--- src/rtl/core/utf8lct_pkg.sv ---
// Shared types and constants for the UTF-8 line/column tracker.
// No dependencies; imported by every module of the tracker.
`timescale 1ns / 1ps

package utf8lct_pkg;

	localparam int COUNT_WIDTH_DEF = 32;
	localparam int OUT_WIDTH       = 32;
	localparam int CP_WIDTH        = 21;
	localparam int QUEUE_DEPTH     = 2;

	localparam logic [7:0] LEAD2_MASK = 8'h1F;
	localparam logic [7:0] LEAD3_MASK = 8'h0F;
	localparam logic [7:0] LEAD4_MASK = 8'h07;
	localparam logic [7:0] CONT_MASK  = 8'h3F;
	localparam logic [7:0] LF_BYTE    = 8'h0A;

	localparam logic [CP_WIDTH-1:0] CP_LF = 21'h0000A;
	localparam logic [CP_WIDTH-1:0] CP_CR = 21'h0000D;
	localparam logic [CP_WIDTH-1:0] CP_LS = 21'h02028;
	localparam logic [CP_WIDTH-1:0] CP_PS = 21'h02029;

	typedef enum logic [1:0] {
		EV_NONE,
		EV_COLUMN,
		EV_LINE
	} ev_t;

	typedef struct packed {
		ev_t  event_kind;
		logic pending;
		logic report;
	} cmd_t;

endpackage

--- src/rtl/core/utf8lct_if.sv ---
// Valid/ready channel interfaces for the tracker's byte input and position output.
// No dependencies.
`timescale 1ns / 1ps

interface utf8lct_in_if;
	logic       valid;
	logic       ready;
	logic [7:0] text_byte;
	logic       consume;
	logic       report;

	modport source (output valid, output text_byte, output consume, output report,
		input ready);
	modport sink (input valid, input text_byte, input consume, input report,
		output ready);
endinterface

interface utf8lct_out_if;
	logic        valid;
	logic        ready;
	logic [31:0] line_number;
	logic [31:0] column_number;

	modport source (output valid, output line_number, output column_number,
		input ready);
	modport sink (input valid, input line_number, input column_number,
		output ready);
endinterface

--- src/rtl/core/utf8_line_column_tracker.sv ---
// UTF-8 line/column tracker: takes one text byte per cycle while the input
// is ready and reports the line and code point column, both from 1, on
// request. A report transfer passes through the command queue to the output
// register, which returns its position, and restarts the count at line 1,
// column 1. One byte is accepted every cycle in steady state; the rate is set
// by the counter update in the back part. While a report waits for the output
// register to be taken, the two-entry queue takes one more byte and then holds
// the input until the result transfer completes. Counters are COUNT_WIDTH bits
// wide and saturate; reported values saturate at 32 bits.
// Depends on utf8lct_pkg, utf8lct_if, utf8lct_front, utf8lct_queue, utf8lct_back.
`timescale 1ns / 1ps

module utf8_line_column_tracker #(
	parameter int COUNT_WIDTH = utf8lct_pkg::COUNT_WIDTH_DEF
) (
	input  logic          clk,
	input  logic          arst_n,
	utf8lct_in_if.sink    in_ch,
	utf8lct_out_if.source out_ch
);
	import utf8lct_pkg::*;

	cmd_t front_cmd;
	cmd_t back_cmd;
	logic push;
	logic full;
	logic pop;
	logic not_empty;

	utf8lct_front u_front (
		.clk    (clk),
		.arst_n (arst_n),
		.in_ch  (in_ch),
		.full   (full),
		.push   (push),
		.cmd    (front_cmd)
	);

	utf8lct_queue u_queue (
		.clk       (clk),
		.arst_n    (arst_n),
		.push      (push),
		.push_cmd  (front_cmd),
		.full      (full),
		.pop       (pop),
		.pop_cmd   (back_cmd),
		.not_empty (not_empty)
	);

	utf8lct_back #(
		.COUNT_WIDTH (COUNT_WIDTH)
	) u_back (
		.clk     (clk),
		.arst_n  (arst_n),
		.q_valid (not_empty),
		.q_cmd   (back_cmd),
		.pop     (pop),
		.out_ch  (out_ch)
	);

endmodule

--- src/rtl/core/utf8lct_queue.sv ---
// Short command queue between the decode front and the counter back.
// Depends on utf8lct_pkg.
`timescale 1ns / 1ps

module utf8lct_queue (
	input  logic               clk,
	input  logic               arst_n,
	input  logic               push,
	input  utf8lct_pkg::cmd_t  push_cmd,
	output logic               full,
	input  logic               pop,
	output utf8lct_pkg::cmd_t  pop_cmd,
	output logic               not_empty
);
	import utf8lct_pkg::*;

	localparam int PTR_W = (QUEUE_DEPTH > 1) ? $clog2(QUEUE_DEPTH) : 1;
	localparam int CNT_W = $clog2(QUEUE_DEPTH + 1);

	cmd_t             entry_q [QUEUE_DEPTH];
	logic [PTR_W-1:0] wr_ptr_q;
	logic [PTR_W-1:0] rd_ptr_q;
	logic [CNT_W-1:0] count_q;

	assign full      = (count_q == CNT_W'(QUEUE_DEPTH));
	assign not_empty = (count_q != '0);
	assign pop_cmd   = entry_q[rd_ptr_q];

	always_ff @(posedge clk) begin
		if (push) begin
			entry_q[wr_ptr_q] <= push_cmd;
		end
	end

	always_ff @(posedge clk or negedge arst_n) begin
		if (!arst_n) begin
			wr_ptr_q <= '0;
			rd_ptr_q <= '0;
			count_q  <= '0;
		end else begin
			if (push) begin
				wr_ptr_q <= (wr_ptr_q == PTR_W'(QUEUE_DEPTH - 1)) ? '0 : wr_ptr_q + 1'b1;
			end
			if (pop) begin
				rd_ptr_q <= (rd_ptr_q == PTR_W'(QUEUE_DEPTH - 1)) ? '0 : rd_ptr_q + 1'b1;
			end
			if (push && !pop) begin
				count_q <= count_q + 1'b1;
			end else if (pop && !push) begin
				count_q <= count_q - 1'b1;
			end
		end
	end

endmodule

--- src/rtl/core/utf8lct_front.sv ---
// Decode front: accepts bytes, tracks UTF-8 sequence state and CR/LF pairing,
// and classifies each transfer into a counter command. Depends on utf8lct_pkg, utf8lct_if.
`timescale 1ns / 1ps

module utf8lct_front (
	input  logic               clk,
	input  logic               arst_n,
	utf8lct_in_if.sink         in_ch,
	input  logic               full,
	output logic               push,
	output utf8lct_pkg::cmd_t  cmd
);
	import utf8lct_pkg::*;

	logic [1:0]          bytes_left_q;
	logic [CP_WIDTH-1:0] cp_q;
	logic                after_cr_q;

	logic [1:0]          bytes_left_d;
	logic [CP_WIDTH-1:0] cp_d;
	logic                after_cr_d;
	logic [CP_WIDTH-1:0] done_cp;
	logic                done;
	logic [7:0]          b;

	assign in_ch.ready = !full;
	assign push        = in_ch.valid && !full;
	assign b           = in_ch.text_byte;

	always_comb begin
		bytes_left_d = bytes_left_q;
		cp_d         = cp_q;
		after_cr_d   = after_cr_q;
		done         = 1'b0;
		done_cp      = {13'b0, b};
		if (in_ch.consume) begin
			if (bytes_left_q != 2'd0) begin
				cp_d         = {cp_q[CP_WIDTH-7:0], b[5:0] & CONT_MASK[5:0]};
				bytes_left_d = bytes_left_q - 2'd1;
				done_cp      = cp_d;
				done         = (bytes_left_d == 2'd0);
			end else if (after_cr_q && b == LF_BYTE) begin
				after_cr_d = 1'b0;
			end else if (b >= 8'hC0 && b <= 8'hDF) begin
				cp_d         = {13'b0, b & LEAD2_MASK};
				bytes_left_d = 2'd1;
				after_cr_d   = 1'b0;
			end else if (b >= 8'hE0 && b <= 8'hEF) begin
				cp_d         = {13'b0, b & LEAD3_MASK};
				bytes_left_d = 2'd2;
				after_cr_d   = 1'b0;
			end else if (b >= 8'hF0 && b <= 8'hF4) begin
				cp_d         = {13'b0, b & LEAD4_MASK};
				bytes_left_d = 2'd3;
				after_cr_d   = 1'b0;
			end else begin
				done = 1'b1;
			end
		end

		cmd.event_kind = EV_NONE;
		if (done) begin
			after_cr_d = (done_cp == CP_CR);
			if (done_cp == CP_LF || done_cp == CP_CR || done_cp == CP_LS
				|| done_cp == CP_PS) begin
				cmd.event_kind = EV_LINE;
			end else begin
				cmd.event_kind = EV_COLUMN;
			end
		end
		cmd.pending = (bytes_left_d != 2'd0);
		cmd.report  = in_ch.report;
	end

	always_ff @(posedge clk or negedge arst_n) begin
		if (!arst_n) begin
			bytes_left_q <= 2'd0;
			cp_q         <= '0;
			after_cr_q   <= 1'b0;
		end else if (push) begin
			if (in_ch.report) begin
				bytes_left_q <= 2'd0;
				cp_q         <= '0;
				after_cr_q   <= 1'b0;
			end else begin
				bytes_left_q <= bytes_left_d;
				cp_q         <= cp_d;
				after_cr_q   <= after_cr_d;
			end
		end
	end

endmodule

--- src/rtl/core/utf8lct_back.sv ---
// Counter back: applies queued commands to the saturating line and column
// counters and registers reported positions. Depends on utf8lct_pkg, utf8lct_if.
`timescale 1ns / 1ps

module utf8lct_back #(
	parameter int COUNT_WIDTH = utf8lct_pkg::COUNT_WIDTH_DEF
) (
	input  logic               clk,
	input  logic               arst_n,
	input  logic               q_valid,
	input  utf8lct_pkg::cmd_t  q_cmd,
	output logic               pop,
	utf8lct_out_if.source      out_ch
);
	import utf8lct_pkg::*;

	logic [COUNT_WIDTH-1:0] line_q;
	logic [COUNT_WIDTH-1:0] col_q;
	logic [COUNT_WIDTH-1:0] line_d;
	logic [COUNT_WIDTH-1:0] col_d;
	logic [COUNT_WIDTH-1:0] rep_col;
	logic                   out_valid_q;
	logic [OUT_WIDTH-1:0]   line_out_q;
	logic [OUT_WIDTH-1:0]   col_out_q;
	logic                   out_free;

	function automatic logic [COUNT_WIDTH-1:0] sat_inc(input logic [COUNT_WIDTH-1:0] v);
		return (&v) ? v : v + 1'b1;
	endfunction

	function automatic logic [OUT_WIDTH-1:0] clamp_out(input logic [COUNT_WIDTH-1:0] v);
		logic [COUNT_WIDTH-1:0] upper;
		upper = v >> OUT_WIDTH;
		return (upper != '0) ? '1 : OUT_WIDTH'(v);
	endfunction

	assign out_free = !out_valid_q || out_ch.ready;
	assign pop      = q_valid && (!q_cmd.report || out_free);

	always_comb begin
		line_d = line_q;
		col_d  = col_q;
		case (q_cmd.event_kind)
			EV_LINE: begin
				line_d = sat_inc(line_q);
				col_d  = COUNT_WIDTH'(1);
			end
			EV_COLUMN: begin
				col_d = sat_inc(col_q);
			end
			default: begin
				col_d = col_q;
			end
		endcase
		rep_col = q_cmd.pending ? sat_inc(col_d) : col_d;
	end

	always_ff @(posedge clk) begin
		if (pop && q_cmd.report) begin
			line_out_q <= clamp_out(line_d);
			col_out_q  <= clamp_out(rep_col);
		end
	end

	always_ff @(posedge clk or negedge arst_n) begin
		if (!arst_n) begin
			line_q      <= COUNT_WIDTH'(1);
			col_q       <= COUNT_WIDTH'(1);
			out_valid_q <= 1'b0;
		end else begin
			if (pop) begin
				if (q_cmd.report) begin
					line_q <= COUNT_WIDTH'(1);
					col_q  <= COUNT_WIDTH'(1);
				end else begin
					line_q <= line_d;
					col_q  <= col_d;
				end
			end
			if (pop && q_cmd.report) begin
				out_valid_q <= 1'b1;
			end else if (out_ch.ready) begin
				out_valid_q <= 1'b0;
			end
		end
	end

	assign out_ch.valid         = out_valid_q;
	assign out_ch.line_number   = line_out_q;
	assign out_ch.column_number = col_out_q;

endmodule
--- src/flat_wrapper.sv ---
// flat-port wrapper written by rule: the top's interface ports become plain ports
module utf8_line_column_tracker_flat import utf8lct_pkg::*;
#(
	parameter int COUNT_WIDTH = utf8lct_pkg::COUNT_WIDTH_DEF
)
  (clk, arst_n, in_ch_valid, in_ch_text_byte, in_ch_consume, in_ch_report, in_ch_ready, out_ch_valid, out_ch_line_number, out_ch_column_number, out_ch_ready);
  utf8lct_in_if in_ch_i ();
  utf8lct_out_if out_ch_i ();
  input  logic clk;
  input  logic arst_n;
  input wire logic [$bits(in_ch_i.valid)-1:0] in_ch_valid;
  input wire logic [$bits(in_ch_i.text_byte)-1:0] in_ch_text_byte;
  input wire logic [$bits(in_ch_i.consume)-1:0] in_ch_consume;
  input wire logic [$bits(in_ch_i.report)-1:0] in_ch_report;
  output wire logic [$bits(in_ch_i.ready)-1:0] in_ch_ready;
  output wire logic [$bits(out_ch_i.valid)-1:0] out_ch_valid;
  output wire logic [$bits(out_ch_i.line_number)-1:0] out_ch_line_number;
  output wire logic [$bits(out_ch_i.column_number)-1:0] out_ch_column_number;
  input wire logic [$bits(out_ch_i.ready)-1:0] out_ch_ready;
  assign in_ch_i.valid = in_ch_valid;
  assign in_ch_i.text_byte = in_ch_text_byte;
  assign in_ch_i.consume = in_ch_consume;
  assign in_ch_i.report = in_ch_report;
  assign in_ch_ready = in_ch_i.ready;
  assign out_ch_valid = out_ch_i.valid;
  assign out_ch_line_number = out_ch_i.line_number;
  assign out_ch_column_number = out_ch_i.column_number;
  assign out_ch_i.ready = out_ch_ready;
  utf8_line_column_tracker #(.COUNT_WIDTH(COUNT_WIDTH)) u_core (.clk(clk), .arst_n(arst_n), .in_ch(in_ch_i), .out_ch(out_ch_i));
endmodule
--- config.mk ---
export PLATFORM = sky130hd
export DESIGN_NAME = utf8_line_column_tracker_flat
export DESIGN_NICKNAME = d
export VERILOG_FILES = /design/src/rtl/core/utf8lct_pkg.sv /design/src/rtl/core/utf8lct_if.sv /design/src/rtl/core/utf8_line_column_tracker.sv /design/src/rtl/core/utf8lct_queue.sv /design/src/rtl/core/utf8lct_front.sv /design/src/rtl/core/utf8lct_back.sv /design/src/flat_wrapper.sv
export SDC_FILE = /design/constraint.sdc
export NUM_CORES = 1
export LEC_CHECK = 0
export ABC_AREA = 1
export CAP_MARGIN = 15
export CORE_ASPECT_RATIO = 1.5
export CORE_MARGIN = 1
export CORE_UTILIZATION = 59
export CTS_CLUSTER_DIAMETER = 150
export DETAILED_ROUTE_END_ITERATION = 10
export DONT_BUFFER_PORTS = 1
export GPL_ROUTABILITY_DRIVEN = 0
export PLACE_DENSITY = 0.77
export SYNTH_ARGS = -nofsm -noshare
export SYNTH_HDL_FRONTEND = slang
export SYNTH_HIERARCHICAL = 1
export SYNTH_SLANG_ARGS = --single-unit
export TNS_END_PERCENT = 100
--- constraint.sdc ---
create_clock -name clk -period 3.8 [get_ports clk]
set_input_delay 0.57 -clock clk [delete_from_list [all_inputs] [get_ports clk]]
set_output_delay 0.57 -clock clk [all_outputs]
set_load 0.005 [all_outputs]
# Word-level counts from Yosys, hierarchy flattened
# Memories as Yosys holds them, arrays and structs flattened.
# Cells that the tools add are included.
# classes
addsub,8
n_lt_le_gt_ge,6
eq_ne,10
mux,48
n_reduce_logical,34
# ops
operator,n
$mux W32,7
$mux W15,7
$add A32 B1 Y32 const B,3
$reduce_and A32 Y1,3
$pmux W32 S2,1
$eq A21 B14 Y1 const B,2
$eq A21 B4 Y1 const B,2
$mux W21,2
$ge A8 B8 Y1 const B,3
$le A8 B8 Y1 const B,3
$mux W2,11
$mux W1,20
$reduce_bool A2 Y1,6
$logic_and A1 B1 Y1,9
$eq A8 B4 Y1 const B,1
$reduce_and A4 Y1,2
$ne A3 B3 Y1 const B,2
$reduce_bool A6 Y1,1
$logic_not A1 Y1,5
$logic_or A1 B1 Y1,5
$reduce_bool A5 Y1,1
$eq A2 B2 Y1 const B,2
$sub A2 B1 Y2 const B,2
$reduce_bool A3 Y1,1
other kinds (4),5
# word_totals
regBits,151
ramBits,8
out_inout_bits,66
elab_cells,118
mem_count,1
# mem_list
memory,words,width,read_ports,rd_ports_with_merged_regs,wr,line_no,text
u_core.u_queue.entry_q,2,4,1,0,1,utf8lct_queue.sv:20,cmd_t entry_q [QUEUE_DEPTH];

# Longest topological paths before layout
# depth
depth_word,10
depth_mapped,24

# Cells and area by module
# The synthesis kept the hierarchy.
# by_module_without_submodules
module,n_inst,cells_per_inst,area_each_um2
utf8lct_back,1,1219,8775.9
utf8lct_front,1,170,1232.4
utf8lct_queue,1,37,491.7

# Worst setup path before layout
# Ideal clock, no wire load.
# synth_timing
path_type,register to register
start,register u_core.u_queue.rd_ptr_q
end,"register u_core.u_back.col_out_q[24], in the netlist u_core/u_back/out_ch.column_number[24] (data pin)"
arrival_time_ps,3256
t_required_ps,3550
path_slack_ps,295
stages_incl_launch_ff,20
n_path_buf,3
path_cell_list,dfrtp_1 > mux2_2 > ha_1 > clkbuf_1 > clkbuf_1 > nor2_1 > a22oi_2 > ha_1 > inv_1 > nor2_1 > nand2_1 > nor2_2 > nand2_2 > nor2_4 > nand3_4 > buf_6 > nand3_1 > nand2_1 > nand2_1 > inv_1
# synth_lines
element,line_no,text
"start, declared",utf8lct_queue.sv:22,logic [PTR_W-1:0] rd_ptr_q;
"start signal, assigned",utf8lct_queue.sv:45,rd_ptr_q <= (rd_ptr_q == PTR_W'(QUEUE_DEPTH - 1)) ? '0 : rd_ptr_q + 1'b1;
"end signal, assigned",utf8lct_back.sv:61,col_out_q <= clamp_out(rep_col);
"end, declared",utf8lct_back.sv:24,logic [OUT_WIDTH-1:0] col_out_q;

==> results.txt <==
Run status -> completed
Synth top area cells -> edfxtp_1 (21%), dfrtp_1 (20%), nand2_1 (14%)
Critical path endpoint category -> flip-flop
Final WL -> 28.7 mm
Post-Syn Area -> 0.0105 mm2
Drt drc -> 0
Routed length per placed instance -> 17.4 um
Hold Crit Class -> in -> async
Antenna Cells -> 0
Max Clock Skew -> 0.0107 ns
Pin count of the biggest net entering global routing -> 88
Total negative slack -> 0 ns
Arr. time, crit path -> 3.80 ns
Syn-to-layout area delta -> 8.39%
Max Root-Sink Buffers -> 2
Worst reg2reg path depth -> 17
Post-CTS Setup Inserts -> 0
Initial core utilization -> 0.605
Post-route ant nets -> 0
First-pass DRT Iterations -> 6
RSZ-0062 raised after global routing -> no
Share of synthesized registers carrying an async set or reset -> 0.547
Top delay family on crit path -> simple AND/OR/NAND/NOR gates
Top FF cell, synth -> dfrtp_1
Num ports -> 80
Reg-to-Reg Start -> u_core/u_queue/rd_ptr_q$_DFFE_PN0P_
CTS tree -> yes
Die X-Extent -> 111 um
CP Launch Type -> flip-flop
Grt ovf -> 0
Cells after synthesis -> 1426
Leading cell types in the layout, fill and taps excluded -> nand2_1 (401), inv_1 (194), nor2_1 (165), nand3_1 (127), dfrtp_1 (85)
Critical path, cell by cell -> mux2_2, ha_1, buf_4, nor2_1, inv_1, buf_4, nand3_1, nor2_1, nand2_1, inv_1, nand2_1, nor2_1, nand3_1, nand2_1, nand3_1, nand2_1, nand2_1
Htree depth -> 4
Final HPWL DP -> 20.6 mm
Die area -> 0.0183 mm2
Skew-Pair Late Insertion Delay -> 0.44 ns
Most used cell, CP -> nand2_1
Synth unique cells -> 48
Final net count -> 1450
1st-iter DRT viols -> 670
Worst Path Required -> 3.99 ns
Buf/Inv on CP -> 4
Share of cells above drive strength 1 -> 0.112
Post-Place Cell Area -> 0.0107 mm2
Cell Rows -> 59
Ys Warns -> 6
All-layer global routing usage -> 0.321
Crit path kind -> reg -> reg
FF-to-FF setup slack -> 0.18 ns
Total number of vias -> 9786
Pwr per Cell Area -> 633 mW/mm2
Final hold vios -> 0
CP max stage cell -> dfrtp_1
Reg2reg end -> u_core/u_back/out_ch.column_number[30]$_DFFE_PP_
Commonest non-fill, non-tap cell in the layout -> nand2_1
Core ar. -> 0.0173 mm2
Num CTS Buffers -> 17
Syn Area/Cell -> 7.36 um2
LEAKAGE -> 5.00 nW
Antenna violations before repair -> 0
Slew HR -> 0.455
Syn_nets -> 1448
Tmin final -> 3.62 ns
Vias in the first global route -> 9438
Max Fclk -> 277 MHz
First-pass GRT wire length -> 45.9 mm
Clock transition at path regs -> 0.07 ns
Max_cap viols -> 0
Register area share after synthesis -> 0.413
# setup viols final -> 0
Design area -> 0.0114 mm2
Root buf cell -> clkbuf_16
Critical path peak fanout -> 17
Yosys reg bits -> 159
Share of the synthesized area in the top cell type -> 0.206
Final Max Tran Viols -> 0
Port Buf Inserts -> 0
Vert. Die Dim -> 165 um
Clk sinks -> 159
Vias per Instance -> 5.92
Worst-Margin Slew -> 0.817 ns
CP max stage delay -> 0.44 ns
Synth area leader -> edfxtp_1
Maximum vdd ir drop -> 1.28 mV
Final worst path period share -> 0.951
Number of synthesized flops with an enable pin -> 72
## power breakdown
| part | internal (mW) | leakage (nW) | switching [mW] |
|---|---|---|---|
| combinational | 0.763 | 2.83 | 1.98 |
| sequential | 2.44 | 1.88 | 0.288 |
| clock | 0.937 | 0.288 | 0.798 |
| total | 4.14 | 5.00 | 3.07 |
## metrics by stage
stage | hold WS, ns | utilization | setup slack [ns] | instances | power [mW]
after floorplan | 0.274 | - | 0.295 | 1426 | 4.62
after global placement | 0.278 | 0.619 | 0.321 | 1620 | 5.34
after detailed placement | 0.278 | 0.619 | 0.205 | 1620 | 5.40
final | 0.0181 | 0.656 | 0.184 | 1654 | 7.21
after global routing | 0.0452 | 0.656 | 0.0106 | 1654 | 7.61
after CTS | 0.0616 | 0.655 | 0.211 | 1653 | 7.17
## cell usage after synthesis (7+ instances only)
master / number
nor2_2: 21
buf_6: 8
o22ai_1: 51
nand2_1: 401
inv_1: 195
nand3_1: 127
edfxtp_1: 72
a21oi_1: 8
nor3_1: 22
xor2_1: 39
nand4_1: 40
clkbuf_1: 24
ha_1: 8
nor2_1: 165
nand2_2: 12
nand3_2: 17
o21ai_2: 17
dfrtp_1: 85
o21ai_0: 41
nor2_4: 7
## worst max-delay path by stage
| stage | from | endpoint | slack, ns | cells past startpoint |
|---|---|---|---|---|
| CTS | u_core/u_queue/rd_ptr_q$_DFFE_PN0P_ | u_core/u_back/out_ch.column_number[21]$_DFFE_PP_ | 0.21 | 18 |
| floorplan | u_core/u_queue/rd_ptr_q$_DFFE_PN0P_ | u_core/u_back/out_ch.column_number[24]$_DFFE_PP_ | 0.29 | 19 |
| detailed placement | u_core/u_queue/rd_ptr_q$_DFFE_PN0P_ | u_core/u_back/out_ch.column_number[21]$_DFFE_PP_ | 0.20 | 18 |
| finish | u_core/u_queue/rd_ptr_q$_DFFE_PN0P_ | u_core/u_back/out_ch.column_number[30]$_DFFE_PP_ | 0.18 | 17 |
| global route | u_core/u_queue/rd_ptr_q$_DFFE_PN0P_ | u_core/u_back/out_ch.column_number[26]$_DFFE_PP_ | 0.01 | 17 |
| global placement | u_core/u_queue/rd_ptr_q$_DFFE_PN0P_ | u_core/u_back/out_ch.column_number[21]$_DFFE_PP_ | 0.32 | 18 |
## flip-flops by register name, summed over array words and instances, names as in the netlist
name and cells:
u_core/u_queue/entry_q 8, u_core/u_back/line_q 32, u_core/u_front/bytes_left_q 2, u_core/u_queue/count_q 2, u_core/u_front/cp_q 15, u_core/u_back/out_ch.valid 1, u_core/u_queue/wr_ptr_q 1, u_core/u_front/after_cr_q 1
u_core/u_back/out_ch.line_number 32, u_core/u_back/col_q 32, u_core/u_back/out_ch.column_number 32, u_core/u_queue/rd_ptr_q 1
## layout make-up
cell class	instances	area, um2
Sequential cell	159	4340
Fill cell	1476	5970
Inverter	207	781
Clock buffer	17	425
Clock inverter	15	171
Multi-Input combinational cell	1019	5160
Timing Repair Buffer	24	238
Tap cell	213	267
## kinds of logic after synthesis
logic type,Yosys count,share of synthesized area
flip-flops,159,0.413
XOR/XNOR,43,0.0366
multiplexers,4,0.00429
AO/OA/AOI/OAI,127,0.0751
adder cells (fa/ha/maj),8,0.00953
buffers and inverters,249,0.0972
AND/OR/NAND/NOR,836,0.364
## layer usage
layer  routed length [um]  track usage  share of wire  up-vias
met5                    0            0              0        -
met2                14600        0.577           0.51      500
met3                 1800       0.0533          0.063      148
li1                     -            -              -     4642
met4                 2030        0.230          0.071        0
met1                10300        0.343           0.36     4496
## repair_timing
item                                    4_1_cts  5_1_grt
endpoints found under the setup margin        0       15
hold buffers                                  1        0
resized for setup                             0        3
hold endpoints to repair                     87        0
(Power assumes the default switching activity.)
